<file path="src/nkls_pkg.sv">
// Shared types and constants for the nearest-light selector.
// Used by the controller, the datapath and the top level; no dependencies.
`timescale 1ns / 1ps

package nkls_pkg;

    localparam int RADIUS_W     = 16;
    localparam int SLOT_INDEX_W = 2;
    localparam int COUNT_W      = 3;
    localparam int CFG_INDEX_W  = 2;

    localparam logic [CFG_INDEX_W-1:0] CFG_CAMERA_X = 2'd0;
    localparam logic [CFG_INDEX_W-1:0] CFG_CAMERA_Y = 2'd1;
    localparam logic [CFG_INDEX_W-1:0] CFG_CAMERA_Z = 2'd2;

    typedef enum logic [2:0] {
        ST_IDLE,
        ST_SQUARE,
        ST_SUM,
        ST_INSERT,
        ST_EMIT
    } state_t;

    typedef struct packed {
        logic capture;
        logic square;
        logic sum;
        logic insert;
        logic emit;
        logic clear;
    } cmd_t;

    typedef struct packed {
        logic end_mark;
        logic emit_last;
        logic out_free;
    } sts_t;

endpackage

</file>
<file path="src/nkls_ctrl.sv">
// Sequencing state machine of the nearest-light selector.
// Drives datapath commands from datapath status; depends on nkls_pkg.
`timescale 1ns / 1ps

module nkls_ctrl (
    input  logic          clk,
    input  logic          rst_n,
    input  logic          in_valid,
    output logic          in_ready,
    input  nkls_pkg::sts_t sts,
    output nkls_pkg::cmd_t cmd
);
    import nkls_pkg::*;

    state_t state_reg;
    state_t state_next;

    always_ff @(posedge clk or negedge rst_n)
    begin
        if (!rst_n)
        begin
            state_reg <= ST_IDLE;
        end
        else
        begin
            state_reg <= state_next;
        end
    end

    always_comb
    begin
        state_next = state_reg;
        cmd        = '0;
        in_ready   = 1'b0;
        unique case (state_reg)
            ST_IDLE:
            begin
                in_ready = 1'b1;
                if (in_valid)
                begin
                    cmd.capture = 1'b1;
                    state_next  = ST_SQUARE;
                end
            end
            ST_SQUARE:
            begin
                cmd.square = 1'b1;
                state_next = ST_SUM;
            end
            ST_SUM:
            begin
                cmd.sum    = 1'b1;
                state_next = ST_INSERT;
            end
            ST_INSERT:
            begin
                cmd.insert = 1'b1;
                state_next = sts.end_mark ? ST_EMIT : ST_IDLE;
            end
            ST_EMIT:
            begin
                if (sts.out_free)
                begin
                    cmd.emit = 1'b1;
                    if (sts.emit_last)
                    begin
                        cmd.clear  = 1'b1;
                        state_next = ST_IDLE;
                    end
                end
            end
            default:
            begin
                state_next = ST_IDLE;
            end
        endcase
    end

endmodule

</file>
<file path="config.mk">
export PLATFORM = sky130hd
export DESIGN_NAME = nkls_ctrl
export DESIGN_NICKNAME = d
export VERILOG_FILES = /design/src/nkls_pkg.sv /design/src/nkls_ctrl.sv
export SDC_FILE = /design/constraint.sdc
export NUM_CORES = 1
export LEC_CHECK = 0
export ABC_AREA = 0
export BUFFER_PORTS_ARGS = -buffer_cell sky130_fd_sc_hd__buf_2
export CORE_AREA = 2 2 39 41
export CTS_CLUSTER_SIZE = 25
export DETAILED_ROUTE_END_ITERATION = 8
export DIE_AREA = 0 0 41 43
export GPL_ROUTABILITY_DRIVEN = 0
export PLACE_DENSITY = 0.46
export SYNTH_ARGS = -nofsm -noshare
export SYNTH_HDL_FRONTEND = slang
export SYNTH_SLANG_ARGS = --single-unit
export TNS_END_PERCENT = 30
</file>
<file path="constraint.sdc">
create_clock -name clk -period 1.59 [get_ports clk]
set_input_delay 0.318 -clock clk [delete_from_list [all_inputs] [get_ports clk]]
set_output_delay 0.318 -clock clk [all_outputs]
set_load 0.02 [all_outputs]
</file>
==> impl_metrics.json, run 1 <==
{
  "outcome": "finished, final reports clean",
  "worstHoldPathType": "input pin to register",
  "slew_headroom_pct": 86.42,
  "syn-num-nets": 25,
  "netlist_instances": 19,
  "cts_tree": "yes",
  "total_power_uw": 720.6,
  "antenna_found_initial": 0,
  "grt_pass1_vias": 198,
  "coreArea_um2": 1384,
  "netSwitchingFraction_pct": 42.36,
  "post-route-util_pct": 24.86,
  "viasPerCell": 3.741,
  "via_count": 202,
  "insertion_delay_ns": 0.24,
  "synthTopCellsByArea": "dfrtp_1 37%, nor4bb_4 12%, nor3b_1 7.5%",
  "final-setup-viol-count": 0,
  "pwr-share-clk_pct": 19.0,
  "rsz0062_at_grt": "yes",
  "ys_seq_elements": 3,
  "synth_xor_area_share_pct": 4.348,
  "grt.overflow.total": 0,
  "track_usage_pct": 7.560,
  "cts_buffer_depth": 2,
  "wl_per_cell_um": 8.870,
  "cts.sink_count": 3,
  "crit_required_ns": 1.27,
  "yosysWarnings": 0,
  "drt_iter0_markers": 2,
  "hold_viol": 0,
  "leakage_uw": 0.0001687,
  "start_util_pct": 14.56,
  "fin_worst_skew_ns": 0.005975,
  "drv_slew": 0,
  "routed_wl_um": 479,
  "netlist.top_cell.by_area": "dfrtp_1",
  "final_area_um2": 344.1,
  "synth_cell_types": 13,
  "drive_gt1_share_pct": 63.16,
  "fin_crit_sh_pct": 97.37,
  "drc": 0,
  "tns_ns": 0,
  "min_period_ns": 1.548,
  "ys_seq_area_share_pct": 37.27,
  "fin_nets": 45,
  "combPwrFrac_pct": 56.6,
  "end_kind": "output pin",
  "vdd_drop_max_v": 0.0006792,
  "clk_pin_slew_ns": 0.04,
  "fill_cells": 150,
  "critical_path.max_fanout": 2,
  "max_freq_mhz": 645.9,
  "dieWidth_um": 41,
  "worstPathArrival_ns": 1.23,
  "ant_nets": 0,
  "path_class": "register to output pin",
  "critPathLaunchType": "register",
  "switching_power_uw": 305.2,
  "synth_top_cells_by_count": "3 x dfrtp_1, 3 x nor2_1, 2 x and2_1, 2 x nor3b_1",
  "pin_count": 13,
  "htreeDepth": 1,
  "die_height_um": 43,
  "syn_avg_cell_area_um2": 10.60,
  "num_antenna_cells": 0,
  "syn2layout_area_growth_pct": 70.81,
  "num_rows": 14,
  "power.density_nw_per_um2": 2094,
  "largest_reg_flops": 3,
  "yosys.area_share.simple_pct": 45.34,
  "synth_edf_count": 0,
  "synth_top_family_by_area": "simple AND/OR/NAND/NOR gates",
  "grt_pass1_wl_um": 800,
  "synth-compound-area-share_pct": 4.969,
  "ys_async_sr_fraction_pct": 100.0,
  "yosysTopAreaCellShare_pct": 37.27,
  "netlist_area_um2": 201.4,
  "hold_slack_ns": 0.3153,
  "root_buffer": "clkbuf_4",
  "drv_cap": 0,
  "drtPass1Iterations": 4,
  "port_buffers": 12,
  "synthMuxAreaShare_pct": 0,
  "cts_made_buffers": 3,
  "fp.dieArea_um2": 1763,
  "hpwl_um": 301.4,
  "grt_max_degree": 9,
  "place_area_um2": 265.3,
  "intPower_uw": 415.3,
  "synth_ff_type": "dfrtp_1",
  "worst_pin_slew_ns": 0.2035,
  "synth_fa_ha_area_share_pct": 0,
  "pwr-share-seq_pct": 24.3
}
## layer usage
layer / wire, µm / up-vias / global-route usage [%]
met1: 236 / 84 / 10.75
met5: 0 / - / 0
met2: 184 / 13 / 6.563
met4: 0 / 0 / 6.000
li1: - / 105 / -
met3: 58 / 0 / 6.283
## power groups by stage
stage	combinational, µW	sequential, µW	clock, µW
after floorplan	300	134	0
after global placement	283	206	0
after detailed placement	284	205	0
after CTS	404	173	142
after global routing	443	181	151
final	408	175	137
## kinds of logic (layout without fill, tap and decap cells)
kind of cell,after synthesis,count (layout)
DFF,3,3
buffers and inverters,2,21
xor gates and xnor gates,1,1
AOI/OAI and AO/OA,1,1
and+or+nand+nor,12,12
## worst max-delay path, cell delays in order (launching register included)
cell	delay [ns]
dfrtp_2	0.42
nor4bb_4	0.29
and2_1	0.17
buf_6	0.12
## placed cells by master (no fill, tap or decap)
master	n
xnor2_1	1
a32o_1	1
nor3b_1	2
and3b_1	1
dfrtp_2	3
nor3_2	1
dlygate4sd3_1	1
buf_6	1
buf_2	10
nor3_1	1
and2_1	2
clkbuf_4	3
buf_4	5
clkbuf_1	1
nor4bb_4	1
nor2_1	3
nand2_1	1
## per-stage QoR
step                      cells  setup slack (ns)
after CTS                    54           0.01047
after floorplan              19           0.06187
final                        54           0.04175
after detailed placement     45            0.1666
after global placement       45            0.1779
after global routing         54          -0.01383
## final timing paths
kind                                     startpoint                  endpoint  slack [ns]  cells after the start
min in group asynchronous                     rst_n  state_reg[1]$_DFFE_PN0P_        0.40                      2
max in group asynchronous                     rst_n  state_reg[2]$_DFFE_PN0P_        1.07                      2
min reg2reg                state_reg[0]$_DFFE_PN0P_  state_reg[0]$_DFFE_PN0P_        0.51                      1
min                                          sts[2]  state_reg[2]$_DFFE_PN0P_        0.32                      2
max reg2reg                state_reg[1]$_DFFE_PN0P_  state_reg[2]$_DFFE_PN0P_        0.49                      3
max                        state_reg[1]$_DFFE_PN0P_                    cmd[0]        0.04                      3
## area by class of cell
| class | count | area [µm²] | area share, % |
|---|---|---|---|
| Clock buffer | 4 | 26.28 | 7.636 |
| Multi-Input combinational cell | 14 | 110.1 | 32.00 |
| Sequential cell | 3 | 78.83 | 22.91 |
| Tap cell | 16 | 20.02 | 5.818 |
| Timing Repair Buffer | 17 | 108.9 | 31.64 |
## repair_timing
| action | in CTS | in global routing |
|---|---|---|
| endpoints found under the setup margin | 1 | 2 |
| resized for setup | 3 | 3 |
| pin swaps | 0 | 2 |
| endpoints found under the hold margin | 3 | 0 |
| hold buffers | 1 | 0 |
| buffers inserted | 4 | 0 |
| gates cloned | 0 | 0 |
(Power assumes the default switching activity.)
==> inputs of run 2 (changes only) <==
Settings changed: REMOVE_ABC_BUFFERS set to 1.
==> run 2 against run 1 <==
Compared with the run above:
- sequential share of layout area down 0.17 points
- largest power group unchanged
- critical endpoint unchanged
- core utilization rose by 0.18 points
- largest cell class unchanged
- critical path depth stayed put
==> impl_metrics.json, run 2 (synthesis results as in run 1) <==
{
  "place_area_um2": 272.8,
  "worstHoldPathType": "input pin to register",
  "crit_required_ns": 1.27,
  "final_common_cell": "buf_2",
  "antenna_found_initial": 0,
  "fin_nets": 45,
  "ant_nets": 0,
  "cts.sink_count": 3,
  "drv_slew": 0,
  "cts_buffer_depth": 2,
  "insertion_delay_ns": 0.23,
  "drtPass1Iterations": 1,
  "worst_pin_slew_ns": 0.2035,
  "critical_path.max_fanout": 4,
  "port_buffers": 12,
  "max_freq_mhz": 643.8,
  "final-setup-viol-count": 0,
  "via_count": 204,
  "drc": 0,
  "htreeDepth": 1,
  "crit_chain": "nor4bb_4, and2_1, buf_6",
  "grt_pass1_vias": 193,
  "grt_pass1_wl_um": 710,
  "slew_headroom_pct": 86.41,
  "hold_slack_ns": 0.3177,
  "hold_viol": 0,
  "start_util_pct": 14.56,
  "end_kind": "output pin",
  "pin_count": 13,
  "coreArea_um2": 1384,
  "outcome": "finished, final reports clean",
  "place_ws_ns": 0.1965,
  "worstPathArrival_ns": 1.24,
  "path_class": "register to output pin",
  "routed_wl_um": 506,
  "leakage_uw": 0.0001711,
  "track_usage_pct": 6.439,
  "drv_cap": 0,
  "cts_made_buffers": 3,
  "num_antenna_cells": 0,
  "fp.dieArea_um2": 1763,
  "min_period_ns": 1.553,
  "fin_crit_sh_pct": 97.70,
  "dieWidth_um": 41,
  "syn2layout_area_growth_pct": 72.05,
  "crit_slowest_cell": "dfrtp_2",
  "final_area_um2": 346.6,
  "tns_ns": 0,
  "rsz0062_at_grt": "yes",
  "max_stage_delay_ns": 0.43,
  "root_buffer": "clkbuf_4",
  "layout_setup_ws_ns": 0.03662,
  "critPathLaunchType": "register",
  "fin_worst_skew_ns": 0.0003446,
  "wl_per_cell_um": 9.370,
  "total_power_uw": 718.2,
  "num_rows": 14,
  "power.density_nw_per_um2": 2072,
  "vdd_drop_max_v": 0.0005532,
  "grt_max_degree": 9,
  "most-common-layout-cells": "11 x buf_2, 4 x buf_4, 3 x nor2_1, 3 x clkbuf_4, 3 x dfrtp_2",
  "die_height_um": 43,
  "largest_reg_flops": 3,
  "cts_tree": "yes",
  "drive_gt1_share_pct": 65.79,
  "clk_pin_slew_ns": 0.03,
  "drt_iter0_markers": 0,
  "grt.overflow.total": 0,
  "viasPerCell": 3.778
}
run 2: critical path: cells and delay by family (launching register included):
kind,cells,cell delay (ns)
AND/OR/NAND/NOR,2,0.46
flip-flops,1,0.43
buffers and inverters,1,0.11
run 2: what timing repair did:
action | in CTS | in global routing
hold buffers | 1 | 0
endpoints found under the hold margin | 3 | 0
setup endpoints to repair | 1 | 3
gates resized for setup | 2 | 4
buffers inserted | 3 | 0
pin swaps | 0 | 2
cloned | 0 | 0
run 2: worst paths after layout:
path	from	slack (ns)	cells after the start	end
worst max-delay path	state_reg[1]$_DFFE_PN0P_	0.04	3	cmd[0]
worst min-delay path	sts[2]	0.32	2	state_reg[2]$_DFFE_PN0P_
worst max register to register	state_reg[0]$_DFFE_PN0P_	0.49	3	state_reg[2]$_DFFE_PN0P_
worst min register to register	state_reg[0]$_DFFE_PN0P_	0.52	1	state_reg[0]$_DFFE_PN0P_
max in group asynchronous	rst_n	1.07	2	state_reg[1]$_DFFE_PN0P_
min in group asynchronous	rst_n	0.40	2	state_reg[0]$_DFFE_PN0P_
run 2: metrics by stage:
stage,instances,util (%)
6_report,54,25.05
5_1_grt,54,25.05
4_1_cts,54,24.23
3_5_place_dp,46,19.71
3_3_place_gp,46,19.71
2_1_floorplan,17,-
run 2: report_power, final:
| part | total [µW] | switching, µW | internal, µW |
|---|---|---|---|
| Clock | 130 | 36.4 | 93.8 |
| Combinational | 404 | 204 | 201 |
| Sequential | 183 | 63.8 | 120 |
| Total | 718 | 304 | 414 |
run 2: routing by layer:
metal / share of wire, % / track usage [%] / wire, µm
met5: 0 / 0 / 0
met3: 12 / 1.571 / 63
met1: 35 / 7.443 / 179
met2: 52 / 8.125 / 262
met4: 0 / 8.000 / 0
run 2: cell type report:
| class | count | area [µm²] |
|---|---|---|
| multi-input cells | 14 | 115.1 |
| well taps | 16 | 20.02 |
| clock buffers | 4 | 26.28 |
| fillers | 169 | 1037 |
| repair buffers | 17 | 106.4 |
| flip-flops and latches | 3 | 78.83 |
==> inputs of run 3 (changes only) <==
Settings changed: SKIP_CTS_REPAIR_TIMING set to 1.
Clock period 1.59 ns to 1.63 ns, I/O delays scaled along.
==> run 3 against run 2 <==
Compared with the run above:
- critical path depth increased by 1
- via count decreased by 5.4%
- first-iteration DRC count unchanged
- largest power group unchanged
- register-to-register slack about the same
- clock-buffer cell count unchanged
- combinational power decreased by 8.7%
- routed wire length decreased by 5.1%
- global-route usage increased by 0.40 points
- cell count decreased by 1.9%
- clock skew increased by 0.0032 ns
- critical path type unchanged
- power decreased by 5.0%
- largest cell class unchanged
- sequential power about the same
==> impl_metrics.json, run 3 (synthesis results as in run 1) <==
{
  "critPathLaunchType": "register",
  "crit_end": "cmd[5]",
  "largest_reg_flops": 3,
  "vdd_drop_max_v": 0.0004316,
  "ant_nets": 0,
  "tns_ns": 0,
  "htreeDepth": 1,
  "max_freq_mhz": 629.5,
  "final-setup-viol-count": 0,
  "leakage_uw": 0.0001638,
  "wl_met1_um": 212,
  "critical_path.max_fanout": 6,
  "hold_viol": 0,
  "pwr-share-seq_pct": 26.6,
  "grt.overflow.total": 0,
  "final_common_cell": "buf_2",
  "grt_pass1_wl_um": 738,
  "intPower_uw": 389.3,
  "routed_wl_um": 480,
  "pwr-share-clk_pct": 19.3,
  "num_rows": 14,
  "path_class": "register to output pin",
  "cts_made_buffers": 3,
  "num_antenna_cells": 0,
  "grt_pass1_vias": 187,
  "grt_max_degree": 9,
  "die_height_um": 43,
  "cts.sink_count": 3,
  "power.density_nw_per_um2": 2027,
  "drv_slew": 0,
  "place_ws_ns": 0.2233,
  "rrSetupSlack_ns": 0.50,
  "wl_met3_um": 66,
  "dieWidth_um": 41,
  "fin_worst_skew_ns": 0.003541,
  "netSwitchingFraction_pct": 42.93,
  "clk_pin_slew_ns": 0.04,
  "drc": 0,
  "timing.rr.end": "state_reg[2]$_DFFE_PN0P_",
  "crit_start": "state_reg[0]$_DFFE_PN0P_",
  "switching_power_uw": 292.8,
  "top_layer_used": "met3",
  "drtPass1Iterations": 1,
  "fin_nets": 44,
  "min_period_ns": 1.588,
  "track_usage_pct": 6.841,
  "fin_crit_sh_pct": 97.45,
  "cts_buffer_depth": 2,
  "crit_required_ns": 1.30,
  "viasPerCell": 3.642,
  "end_kind": "output pin",
  "fill_cells": 158,
  "fp.dieArea_um2": 1763,
  "combPwrFrac_pct": 54.1,
  "coreArea_um2": 1384,
  "drt_iter0_markers": 0,
  "drive_gt1_share_pct": 62.16,
  "slew_headroom_pct": 87.25,
  "wl_per_cell_um": 9.057,
  "syn2layout_area_growth_pct": 67.08,
  "r2r-start": "state_reg[1]$_DFFE_PN0P_",
  "layout_setup_ws_ns": 0.04154,
  "drv_cap": 0,
  "antenna_found_initial": 0,
  "worstPathArrival_ns": 1.26,
  "start_util_pct": 14.56,
  "routed-wl-met2_um": 201,
  "root_buffer": "clkbuf_4",
  "insertion_delay_ns": 0.23,
  "pin_count": 13,
  "via_count": 193,
  "outcome": "finished, final reports clean",
  "most-common-layout-cells": "10 x buf_2, 4 x buf_4, 3 x nor2_1, 3 x clkbuf_4, 3 x dfrtp_2",
  "worst_pin_slew_ns": 0.1910,
  "worstHoldPathType": "input pin to register",
  "port_buffers": 12,
  "rsz0062_at_grt": "yes",
  "r2r.worst_path.cells": 3,
  "cts_tree": "yes"
}
==> run 3: power by group through the flow <==
| stage | clock network, µW | registers (µW) | logic, µW |
|---|---|---|---|
| after floorplan | 0 | 180 | 204 |
| after global placement | 0 | 200 | 283 |
| after detailed placement | 0 | 196 | 285 |
| after CTS | 139 | 196 | 287 |
| after global routing | 150 | 189 | 404 |
| final | 132 | 182 | 369 |
==> run 3: area by class of cell <==
| type | count | area (µm²) | area share (%) |
|---|---|---|---|
| multi-input combinational | 14 | 110.1 | 32.71 |
| timing repair buffer | 16 | 101.3 | 30.11 |
| sequential | 3 | 78.83 | 23.42 |
| clock buffer | 4 | 26.28 | 7.807 |
| tap | 16 | 20.02 | 5.948 |
==> run 3: stage by stage <==
| step | power (µW) | hold WS, ns | instances | cell area, µm² | utilization [%] |
|---|---|---|---|---|---|
| 3_5_place_dp | 481.0 | 0.1248 | 45 | 265.3 | 19.17 |
| 5_1_grt | 743.1 | 0.3346 | 53 | 336.6 | 24.32 |
| 2_1_floorplan | 384.1 | 0.03041 | 17 | 185.2 | - |
| 6_report | 682.2 | 0.3361 | 53 | 336.6 | 24.32 |
| 4_1_cts | 622.4 | -0.1304 | 49 | 291.5 | 21.07 |
| 3_3_place_gp | 482.6 | 0.1262 | 45 | 265.3 | 19.17 |
==> run 3: how the worst min path moves through the flow <==
| stage | from | endpoint | slack (ns) | cells past startpoint |
|---|---|---|---|---|
| floorplan | rst_n | state_reg[0]$_DFFE_PN0P_ | 0.03 | 0 |
| global placement | rst_n | state_reg[1]$_DFFE_PN0P_ | 0.13 | 1 |
| detailed placement | rst_n | state_reg[1]$_DFFE_PN0P_ | 0.12 | 1 |
| CTS | rst_n | state_reg[1]$_DFFE_PN0P_ | -0.13 | 1 |
| global route | sts[2] | state_reg[2]$_DFFE_PN0P_ | 0.33 | 2 |
| finish | sts[2] | state_reg[2]$_DFFE_PN0P_ | 0.34 | 2 |
==> run 3: layer usage <==
layer  vias up  track usage, %
met5         -               0
met4         0           8.000
met3         0           3.141
met2        10           8.125
met1        82           7.767
li1        101               -
==> run 3: worst max-delay path: stages, from the launching register on <==
cell and delay (ns):
dfrtp_2 0.44, buf_4 0.15, nor3_2 0.16, and2_1 0.14, buf_4 0.13
